### src/rtl/core/iadp_pkg.sv
// ----------------------------------------------------------------------------
// Integer ALU package
// Shared widths, operation codes and status codes of the integer ALU.
// ----------------------------------------------------------------------------
`default_nettype none

package iadp_pkg;

	localparam int DATA_WIDTH = 32;
	localparam int KIND_W     = 3;
	localparam int STATUS_W   = 2;
	localparam int CNT_W      = $clog2(DATA_WIDTH);

	typedef logic [DATA_WIDTH-1:0] word_t;
	typedef logic [KIND_W-1:0]     kind_t;
	typedef logic [STATUS_W-1:0]   status_t;

	localparam kind_t KIND_ADD = 3'd0;
	localparam kind_t KIND_SUB = 3'd1;
	localparam kind_t KIND_MUL = 3'd2;
	localparam kind_t KIND_DIV = 3'd3;
	localparam kind_t KIND_POW = 3'd4;

	localparam status_t STATUS_OK   = 2'd0;
	localparam status_t STATUS_DIV0 = 2'd1;
	localparam status_t STATUS_BAD  = 2'd2;

endpackage

`default_nettype wire

### src/rtl/core/iadp_if.sv
// ----------------------------------------------------------------------------
// Integer ALU channels
// Request and response channels with valid/ready handshake.
// ----------------------------------------------------------------------------
`default_nettype none

interface iadp_req_if
	import iadp_pkg::*;
();
	logic                         valid;
	logic                         ready;
	kind_t                        kind;
	logic signed [DATA_WIDTH-1:0] operand_a;
	logic signed [DATA_WIDTH-1:0] operand_b;

	modport source (output valid, output kind, output operand_a, output operand_b,
		input ready);
	modport sink (input valid, input kind, input operand_a, input operand_b,
		output ready);
endinterface

interface iadp_rsp_if
	import iadp_pkg::*;
();
	logic                         valid;
	logic                         ready;
	logic signed [DATA_WIDTH-1:0] result;
	status_t                      status;

	modport source (output valid, output result, output status, input ready);
	modport sink (input valid, input result, input status, output ready);
endinterface

`default_nettype wire

### src/rtl/core/integer_alu_div_pow_core.sv
// ----------------------------------------------------------------------------
// Integer ALU with divide and power
// Add, subtract, multiply, divide and power on signed words, one request
// at a time, with a registered response.
// ----------------------------------------------------------------------------
// Add, subtract, invalid codes, divide by zero and power with an exponent of
// zero or less go straight to the output state ST_OUT. Multiply passes through
// ST_MUL and the shared registered multiplier. Divide is radix-2 restoring on
// magnitudes, one quotient bit per cycle in ST_DIV, then the sign fix in
// ST_DFIX. Power uses the same multiplier for square-and-multiply, alternating
// ST_POWA and ST_POWB for each exponent bit up to its highest set bit. The
// block takes no new request while one is in progress.
`default_nettype none

module integer_alu_div_pow_core
	import iadp_pkg::*;
(
	input wire         clk,
	input wire         arst_n,
	iadp_req_if.sink   req,
	iadp_rsp_if.source rsp
);

	localparam logic [2:0] ST_IDLE  = 3'd0;
	localparam logic [2:0] ST_MUL   = 3'd1;
	localparam logic [2:0] ST_DIV   = 3'd2;
	localparam logic [2:0] ST_DFIX  = 3'd3;
	localparam logic [2:0] ST_POWA  = 3'd4;
	localparam logic [2:0] ST_POWB  = 3'd5;
	localparam logic [2:0] ST_OUT   = 3'd6;

	logic [2:0]       state_q;
	logic             rsp_valid_q;
	word_t            rsp_result_q;
	status_t          rsp_status_q;
	word_t            res_q;
	status_t          st_q;
	word_t            quo_q;
	word_t            rem_q;
	word_t            den_q;
	logic             neg_q;
	logic [CNT_W-1:0] cnt_q;
	word_t            acc_q;
	word_t            sq_q;
	word_t            exp_q;
	logic             first_q;

	word_t             a_w;
	word_t             b_w;
	word_t             prod;
	word_t             mul_x;
	word_t             mul_y;
	word_t             sq_cur;
	word_t             exp_next;
	word_t             acc_next;
	logic [DATA_WIDTH:0] rem_sh;
	logic [DATA_WIDTH:0] diff;
	logic              accept;
	logic              rsp_load;

	assign a_w    = word_t'(req.operand_a);
	assign b_w    = word_t'(req.operand_b);
	assign accept = req.valid && req.ready;

	assign req.ready  = (state_q == ST_IDLE);
	assign rsp.valid  = rsp_valid_q;
	assign rsp.result = rsp_result_q;
	assign rsp.status = rsp_status_q;

	assign rsp_load = (state_q == ST_OUT) && (!rsp_valid_q || rsp.ready);

	assign sq_cur   = first_q ? sq_q : prod;
	assign exp_next = exp_q >> 1;
	assign acc_next = exp_q[0] ? prod : acc_q;
	assign rem_sh   = {rem_q, quo_q[DATA_WIDTH-1]};
	assign diff     = rem_sh - {1'b0, den_q};

	always_comb begin
		unique case (state_q)
			ST_POWA: begin
				mul_x = acc_q;
				mul_y = sq_cur;
			end
			ST_POWB: begin
				mul_x = sq_q;
				mul_y = sq_q;
			end
			default: begin
				mul_x = a_w;
				mul_y = b_w;
			end
		endcase
	end

	iadp_mul u_mul (
		.clk  (clk),
		.op_x (mul_x),
		.op_y (mul_y),
		.prod (prod)
	);

	always_ff @(posedge clk or negedge arst_n) begin
		if (!arst_n) begin
			state_q     <= ST_IDLE;
			rsp_valid_q <= 1'b0;
		end else begin
			if (rsp_load) begin
				rsp_valid_q <= 1'b1;
			end else if (rsp.ready) begin
				rsp_valid_q <= 1'b0;
			end
			unique case (state_q)
				ST_IDLE: begin
					if (accept) begin
						unique case (req.kind)
							KIND_ADD: begin
								res_q   <= a_w + b_w;
								st_q    <= STATUS_OK;
								state_q <= ST_OUT;
							end
							KIND_SUB: begin
								res_q   <= a_w - b_w;
								st_q    <= STATUS_OK;
								state_q <= ST_OUT;
							end
							KIND_MUL: begin
								st_q    <= STATUS_OK;
								state_q <= ST_MUL;
							end
							KIND_DIV: begin
								if (b_w == '0) begin
									res_q   <= '0;
									st_q    <= STATUS_DIV0;
									state_q <= ST_OUT;
								end else begin
									st_q    <= STATUS_OK;
									neg_q   <= a_w[DATA_WIDTH-1] ^ b_w[DATA_WIDTH-1];
									quo_q   <= a_w[DATA_WIDTH-1] ? -a_w : a_w;
									den_q   <= b_w[DATA_WIDTH-1] ? -b_w : b_w;
									rem_q   <= '0;
									cnt_q   <= '0;
									state_q <= ST_DIV;
								end
							end
							KIND_POW: begin
								st_q <= STATUS_OK;
								if (b_w == '0 || b_w[DATA_WIDTH-1]) begin
									res_q   <= word_t'(1);
									state_q <= ST_OUT;
								end else begin
									acc_q   <= word_t'(1);
									sq_q    <= a_w;
									exp_q   <= b_w;
									first_q <= 1'b1;
									state_q <= ST_POWA;
								end
							end
							default: begin
								res_q   <= '0;
								st_q    <= STATUS_BAD;
								state_q <= ST_OUT;
							end
						endcase
					end
				end
				ST_MUL: begin
					res_q   <= prod;
					state_q <= ST_OUT;
				end
				ST_DIV: begin
					rem_q <= diff[DATA_WIDTH] ? rem_sh[DATA_WIDTH-1:0] : diff[DATA_WIDTH-1:0];
					quo_q <= {quo_q[DATA_WIDTH-2:0], ~diff[DATA_WIDTH]};
					cnt_q <= cnt_q + 1'b1;
					if (cnt_q == CNT_W'(DATA_WIDTH - 1)) begin
						state_q <= ST_DFIX;
					end
				end
				ST_DFIX: begin
					res_q   <= neg_q ? -quo_q : quo_q;
					state_q <= ST_OUT;
				end
				ST_POWA: begin
					sq_q    <= sq_cur;
					first_q <= 1'b0;
					state_q <= ST_POWB;
				end
				ST_POWB: begin
					acc_q <= acc_next;
					exp_q <= exp_next;
					if (exp_next == '0) begin
						res_q   <= acc_next;
						state_q <= ST_OUT;
					end else begin
						state_q <= ST_POWA;
					end
				end
				ST_OUT: begin
					if (rsp_load) begin
						rsp_result_q <= res_q;
						rsp_status_q <= st_q;
						state_q      <= ST_IDLE;
					end
				end
				default: begin
					state_q <= ST_IDLE;
				end
			endcase
		end
	end

endmodule

`default_nettype wire

### src/rtl/core/iadp_mul.sv
// ----------------------------------------------------------------------------
// Integer ALU multiplier
// Shared multiplier with a registered output: the low word of the product appears in the cycle after its operands.
// ----------------------------------------------------------------------------
`default_nettype none

module iadp_mul
	import iadp_pkg::*;
(
	input  wire   clk,
	input  word_t op_x,
	input  word_t op_y,
	output word_t prod
);

	word_t prod_q;

	always_ff @(posedge clk) begin
		prod_q <= op_x * op_y;
	end

	assign prod = prod_q;

endmodule

`default_nettype wire
### src/flat_wrapper.sv
// flat-port wrapper written by rule: the top's interface ports become plain ports
module integer_alu_div_pow_core_flat import iadp_pkg::*;
  (clk, arst_n, req_valid, req_kind, req_operand_a, req_operand_b, req_ready, rsp_valid, rsp_result, rsp_status, rsp_ready);
  iadp_req_if req_i ();
  iadp_rsp_if rsp_i ();
  input wire clk;
  input wire arst_n;
  input wire logic [$bits(req_i.valid)-1:0] req_valid;
  input wire logic [$bits(req_i.kind)-1:0] req_kind;
  input wire logic [$bits(req_i.operand_a)-1:0] req_operand_a;
  input wire logic [$bits(req_i.operand_b)-1:0] req_operand_b;
  output wire logic [$bits(req_i.ready)-1:0] req_ready;
  output wire logic [$bits(rsp_i.valid)-1:0] rsp_valid;
  output wire logic [$bits(rsp_i.result)-1:0] rsp_result;
  output wire logic [$bits(rsp_i.status)-1:0] rsp_status;
  input wire logic [$bits(rsp_i.ready)-1:0] rsp_ready;
  assign req_i.valid = req_valid;
  assign req_i.kind = req_kind;
  assign req_i.operand_a = req_operand_a;
  assign req_i.operand_b = req_operand_b;
  assign req_ready = req_i.ready;
  assign rsp_valid = rsp_i.valid;
  assign rsp_result = rsp_i.result;
  assign rsp_status = rsp_i.status;
  assign rsp_i.ready = rsp_ready;
  integer_alu_div_pow_core u_core (.clk(clk), .arst_n(arst_n), .req(req_i), .rsp(rsp_i));
endmodule
### config.mk
export PLATFORM = sky130hd
export DESIGN_NAME = integer_alu_div_pow_core_flat
export DESIGN_NICKNAME = d
export VERILOG_FILES = /design/src/rtl/core/iadp_pkg.sv /design/src/rtl/core/iadp_if.sv /design/src/rtl/core/integer_alu_div_pow_core.sv /design/src/rtl/core/iadp_mul.sv /design/src/flat_wrapper.sv
export SDC_FILE = /design/constraint.sdc
export NUM_CORES = 2
export LEC_CHECK = 0
export ABC_AREA = 1
export BUFFER_PORTS_ARGS = -buffer_cell sky130_fd_sc_hd__buf_2
export CAP_MARGIN = 40
export CORE_MARGIN = 5
export CORE_UTILIZATION = 45
export DETAILED_ROUTE_END_ITERATION = 8
export PLACE_DENSITY = 0.64
export SLEW_MARGIN = 40
export SYNTH_ARGS = -nofsm -noshare
export SYNTH_HDL_FRONTEND = slang
export SYNTH_SLANG_ARGS = --single-unit
### constraint.sdc
create_clock -name clk -period 18.1 [get_ports clk]
set_input_delay 1.81 -clock clk [delete_from_list [all_inputs] [get_ports clk]]
set_output_delay 1.81 -clock clk [all_outputs]
set_load 0.03 [all_outputs]
Yosys cells after proc, flatten, opt, wreduce, memory -nomap -nowiden. Cells that the tools add are included.

Add/sub/neg operators: 7. Multipliers: 1. Equality and inequality tests: 22. Multiplexer cells: 54. Bitwise gates (word level): 3. Reduce and logical (&&, ||, !) cells: 24.

Operators by type and width (count): 32-bit two-way mux (24); 32-bit case mux with 2 select lines (7); 32-bit case mux with 5 select lines (1); 32-bit case mux with 4 select lines (1); 32-bit negation (3); 32-bit zero test (2); 33-bit by 32-bit subtractor with 33-bit output (1); 32-bit adder (1); 32-bit by 32-bit multiplier with 32-bit output (1); 32-bit subtractor (1); 31-bit two-way mux (1); 5-bit AND reduction (4); 3-bit case mux with 6 select lines (1); 5-bit two-way mux (3); 3-bit by 2-bit == test with 1-bit output, second input constant (4); 3-bit == test, second input constant (4); 3-bit two-way mux (4); 2-bit != test, second input constant (6); 5-bit case mux with 2 select lines (1); 3-bit case mux with 3 select lines (1); 3-bit AND reduction (3); 2-bit nonzero test (4); 7-bit AND reduction (1); 3-bit by 1-bit == test with 1-bit output, second input constant (2); other kinds (17) (30).

Flip-flop bits (word level): 303. Input bits: 71. Output and inout port bits: 36.

Depth between registers and ports, before layout.
Word-level depth: 6. Depth in mapped cells: 40. Gate-level depth less buffers: 38.

Cells and area by module. A second synthesis with hierarchy kept.

Cells, all modules: 5283. Area total of the unflattened synthesis: 38229.2 µm².

By module, submodules not included: integer_alu_div_pow_core (instances 1, cells each 2905, area each 20529.7 µm², sequential area each 8117.8 µm²); iadp_mul (instances 1, cells each 2378, area each 17699.5 µm², sequential area each 640.6 µm²).

Worst setup path after synthesis. No wires, ideal clock.

Kind: input port to flip-flop. Start point: input req_operand_b[0]. End point: register u_core.cnt_q[0], enable pin. Library setup time: 0.863 ns. Arrival time: 13.275 ns. Required time: 17.237 ns. Setup slack: 3.962 ns. Stages on the path: 11. Buffers on the path: 0. Cell sequence: inv_1 ha_1 nand2_1 nor2_1 inv_1 nor2_1 nand3_1 nor3_1 nor2_1 inv_1 a2111oi_0.

Word-level cells in the longest chain between the ends: 3.

RTL lines: start, declared (line flat_wrapper.sv:11) `input wire logic [$bits(req_i.operand_b)-1:0] req_operand_b;`; 32-bit zero test (line integer_alu_div_pow_core.sv:131) `if (b_w == '0) begin`; 2-bit != test (no source line); 5-bit AND reduction (no source line); end signal, assigned (line integer_alu_div_pow_core.sv:173) `cnt_q <= cnt_q + 1'b1;`; end, declared (line integer_alu_div_pow_core.sv:42) `logic [CNT_W-1:0] cnt_q;`.

No other way between the ends. A chain may end at the register's enable or synchronous reset.

Worst setup path in the final report.
Start point: register u_core.state_q[1]. End point: register u_core.u_mul.prod_q[29] (netlist: u_core.u_mul.prod[29]).

Word-level cells in the longest chain between the ends: 3. Elaborated cells on any way between the ends: 5. Classes of those cells: mul: 1; eq/ne: 2; mux: 2.

RTL lines: start, declared (line integer_alu_div_pow_core.sv:32) `logic [2:0] state_q;`; start signal, assigned (line integer_alu_div_pow_core.sv:104) `state_q <= ST_IDLE;`; start signal, assigned (line integer_alu_div_pow_core.sv:119) `state_q <= ST_OUT;`; start signal, assigned (line integer_alu_div_pow_core.sv:124) `state_q <= ST_OUT;`; 3-bit == test (line integer_alu_div_pow_core.sv:79) `unique case (state_q)`; 32-bit case mux with 2 select lines (line integer_alu_div_pow_core.sv:79); 32-bit by 32-bit multiplier with 32-bit output * (line iadp_mul.sv:19) `prod_q <= op_x * op_y;`; end signal, assigned (line iadp_mul.sv:19); end, declared (line iadp_mul.sv:16) `word_t prod_q;`.

Every way passes the cells marked *; elsewhere a longest branch is shown, timed or not.

==> Flow_metrics.wiki <==
{| class="wikitable"
! Metric !! Value
|-
| Outcome || finished, final reports clean
|-
| Area growth syn-to-layout || 7.87%
|-
| Worst Path Required || ~19 ns
|-
| Unrepaired setup endpoints after global routing || no
|-
| Number of port buffers || ~110
|-
| Setup Total Neg Slack || 0 ns
|-
| Post-route design area || 0.0379 mm^2
|-
| Combined area of the multi-input logic cells || ~0.023 mm^2
|-
| Routed via count || 30900
|-
| Post-route clock period utilization || 0.517
|-
| Wire length after detailed routing || 124 mm
|-
| DRC violation count after routing || 0
|-
| Clk_lat worst skew || ~0.56 ns
|-
| Post-synthesis sequential element count || between 300 and 400
|-
| Min Tclk post-route || 9.36 ns
|-
| Met3 Resource Use GR || 0.0452
|-
| Wire length of the first global-routing pass || around 190 mm
|-
| Netlist Area Pre-Place || 0.0352 mm^2
|-
| Length of the first detailed-routing pass in iterations || 6
|-
| Cell at the root of the clock tree || clkbuf_16
|-
| Post-CTS repair timing setup buffer count || 0
|-
| Family with the most delay on the worst path || adder cells
|-
| Compound-cell area share of the yosys netlist || 0.104
|-
| Floorplan Core Area || 0.0775 mm^2
|-
| Post-Synthesis Mean Instance Area || 7.94 um^2
|-
| Startpoint of the worst-slack reg-to-reg timing path || u_core.state_q[1]
|-
| Number of buffers inserted by hold repair at cts || 0
|-
| Routing layer with the top usage in global route || met2
|-
| Fmax || 107 MHz
|-
| Area share of fa/ha/maj cells after synthesis || 0.301
|-
| Average wire per standard cell || 22.5 um
|-
| Antenna Nets Post-Route || 0
|-
| Min-delay worst type || register to register
|-
| Clock slew seen by the registers of the worst setup and hold paths || 0.07 ns
|-
| Chip height || 290 um
|-
| Slew at the pin closest to its max-slew limit || 0.909 ns
|-
| Multiplexer share of the synthesized area || 0
|-
| Slowest stage cell, crit path || buf_4
|-
| Sequential cell area in the final layout || 0.00876 mm^2
|-
| Async set or reset register ratio after synthesis || 0.0132
|-
| Drt initial violations || 3208
|-
| Post-DR vias/cell || 5.60
|-
| Initial core utilization || 0.454
|-
| H-tree levels || 2
|-
| Number of rows created at floorplan || 102
|-
| Overall die width || 290 um
|-
| Count of flip-flops with a built-in enable after synthesis || 267
|-
| Count of distinct cell types in the synthesized netlist || 64
|-
| Arrival @ worst endpoint || 9.77 ns
|-
| Endpoints failing hold || 0
|-
| Maximum number of pins on one net before global-route repair || 90
|-
| Dominant combinational cell family by area after synthesis || adder cells
|-
| Max Transition Viols Final || 0
|-
| Post-synthesis net count || 5099
|-
| Number of maximum-capacitance constraint violations || 0
|-
| RePlAce Congestion || between 1 and 1.5
|-
| Sum of net half-perimeters after detailed placement || ~98 mm
|-
| Critical Path Sink Type || register
|-
| Fraction of met1 tracks used by global routing || 0.406
|-
| Critical path type || register to register
|-
| Cell repeated most along the worst path || fa_1
|-
| Maximum fanout count along the critical path || 64
|-
| Warning count from the yosys run || 0
|-
| TritonCTS clock tree || yes
|-
| Setup-failing EPs final || 0
|-
| Origin of the worst setup path || u_core.state_q[1]
|-
| Via count of the first global-routing pass || 29900
|-
| Remaining global-route overflow || 0
|-
| Register area share after synthesis || 0.249
|-
| Num ports || around 110
|-
| Delay of the slowest cell on the worst path || 0.64 ns
|-
| Total cell area at the placement stage || 0.0368 mm^2
|-
| Max Clock Skew || 0.0306 ns
|-
| Met2 demand-to-capacity share in global routing || 0.460
|-
| Post-Synthesis Cells || 4427
|-
| Layout Nets || ~5000
|-
| Initial antenna violation count || 4
|-
| Basic-gate share of the synthesized area counting and, or, nand and nor cells || 0.210
|-
| Proportion of layout cells with a drive suffix above 1 || 0.0681
|-
| Fraction of synthesized cell area in xor and xnor cells || 0.0321
|-
| Top_reg_cell synth || edfxtp_1
|-
| Origin of the worst min-delay path || u_core.res_q[5]
|-
| Clock sink count || 303
|-
| Num CTS Buffers || 34
|-
| Number of buffer and inverter stages on the critical path || 9
|-
| Global routing usage summed across all routing layers || 0.294
|-
| CTS Buffer Depth || 3
|-
| Worst max-slew margin expressed relative to the limit || 0.393
|-
| Gates resized, CTS repair || 0
|-
| FILL cells || a little under 8000
|-
| Area of the die || 0.0838 mm^2
|-
| Critical Path Source Type || register
|}
[area by class of cell]
| type | count | share of cell area |
|---|---|---|
| multi-input combinational | 3179 | 0.603 |
| sequential | 303 | 0.231 |
| inverter | 783 | 0.0775 |
| tap | 1040 | 0.0343 |
| timing repair buffer | 150 | 0.0239 |
| clock buffer | 37 | 0.0233 |
| clock inverter | 24 | 0.00683 |
| antenna | 3 | 0.000198 |
[through the flow]
step	utilization	worst slack, ns	instances	hold WS (ns)
floorplan	-	3.96	4427	0.400
detailed placement	0.475	8.71	5455	0.405
global route	0.490	8.08	5518	0.423
finish	0.490	8.74	5519	0.413
CTS	0.489	8.82	5516	0.412
global placement	0.474	8.85	5453	0.400
[synthesized netlist by cell type, types with 9 or more instances]
master | count | area share
nand4_1 | 40 | 0.0071
nor4_1 | 27 | 0.0048
inv_1 | 756 | 0.081
or2_2 | 23 | 0.0041
o21ai_0 | 264 | 0.038
fa_1 | 410 | 0.23
nor3_1 | 40 | 0.0057
nand2_1 | 927 | 0.099
nand3b_1 | 15 | 0.0032
xnor2_1 | 31 | 0.0077
nor2_2 | 9 | 0.0016
o21bai_1 | 24 | 0.0051
clkinv_1 | 10 | 0.0011
nor2_1 | 556 | 0.059
ha_1 | 191 | 0.068
a31oi_1 | 20 | 0.0036
xor2_1 | 98 | 0.024
a21oi_1 | 225 | 0.032
o211ai_1 | 24 | 0.0051
clkbuf_1 | 119 | 0.013
o21a_1 | 12 | 0.0026
o21ai_1 | 16 | 0.0023
dfxtp_1 | 32 | 0.018
buf_2 | 26 | 0.0037
inv_2 | 17 | 0.0018
edfxtp_1 | 267 | 0.23
nand3_1 | 146 | 0.021
[worst register-to-register path, delay by kind of cell, from the launching register on]
kind,cells,cell delay [ns]
flops,1,0.45
simple gates,4,1.10
buf+inv,9,2.08
fa+ha+maj,9,4.21
xor+xnor,1,0.15
compound gates,7,1.27
[cells by family (layout without fill, tap and decap cells)]
logic type | Yosys count | after routing
AO/OA/AOI/OAI | 648 | 648
AND/OR/NAND/NOR | 1801 | 1801
flip-flops | 303 | 303
adder cells (fa/ha/maj) | 601 | 601
buffers and inverters | 945 | 994
XOR/XNOR | 129 | 129
other | 0 | 3
[final timing paths]
path                            slack, ns  cells past startpoint                    end
worst min register to register       0.41                      0   u_core.rsp.result[5]
max in group asynchronous           16.80                      1      u_core.state_q[0]
worst min-delay path                 0.41                      0   u_core.rsp.result[5]
min in group asynchronous            1.10                      1       u_core.rsp.valid
worst max-delay path                 8.74                     30  u_core.u_mul.prod[29]
worst max register to register       8.74                     30  u_core.u_mul.prod[29]
[cell usage in the layout (no fill, tap or decap), types with 35 or more instances in the layout]
cell type,instances
o21ai_0,257
buf_4,40
nand4_1,40
nand3_1,146
buf_2,106
nor2_1,553
a21oi_1,224
nand2_1,925
clkbuf_16,35
fa_1,410
xor2_1,98
edfxtp_1,267
inv_1,754
nor3_1,39
ha_1,191
[flip-flops by register name, indices dropped and copies added (netlist names), 2 cells and up]
signal / count
u_core.rem_q: 32
u_core.quo_q: 32
u_core.exp_q: 32
u_core.cnt_q: 5
u_core.u_mul.prod: 32
u_core.sq_q: 32
u_core.den_q: 32
u_core.state_q: 3
u_core.res_q: 32
u_core.rsp.result: 32
u_core.rsp.status: 2
u_core.st_q: 2
u_core.acc_q: 32
[routing by layer]
layer / vias to the layer above / part of all wire / wire (um)
li1: 14100 / - / -
met5: - / 0 / 0
met4: 0 / 0.059 / 7310
met1: 15000 / 0.41 / 50500
met3: 304 / 0.091 / 11300
met2: 1536 / 0.44 / 54900
Power is left out: the tool's default activity adds up to more than one toggle a clock period on the data nets, which glitch-free logic cannot reach.
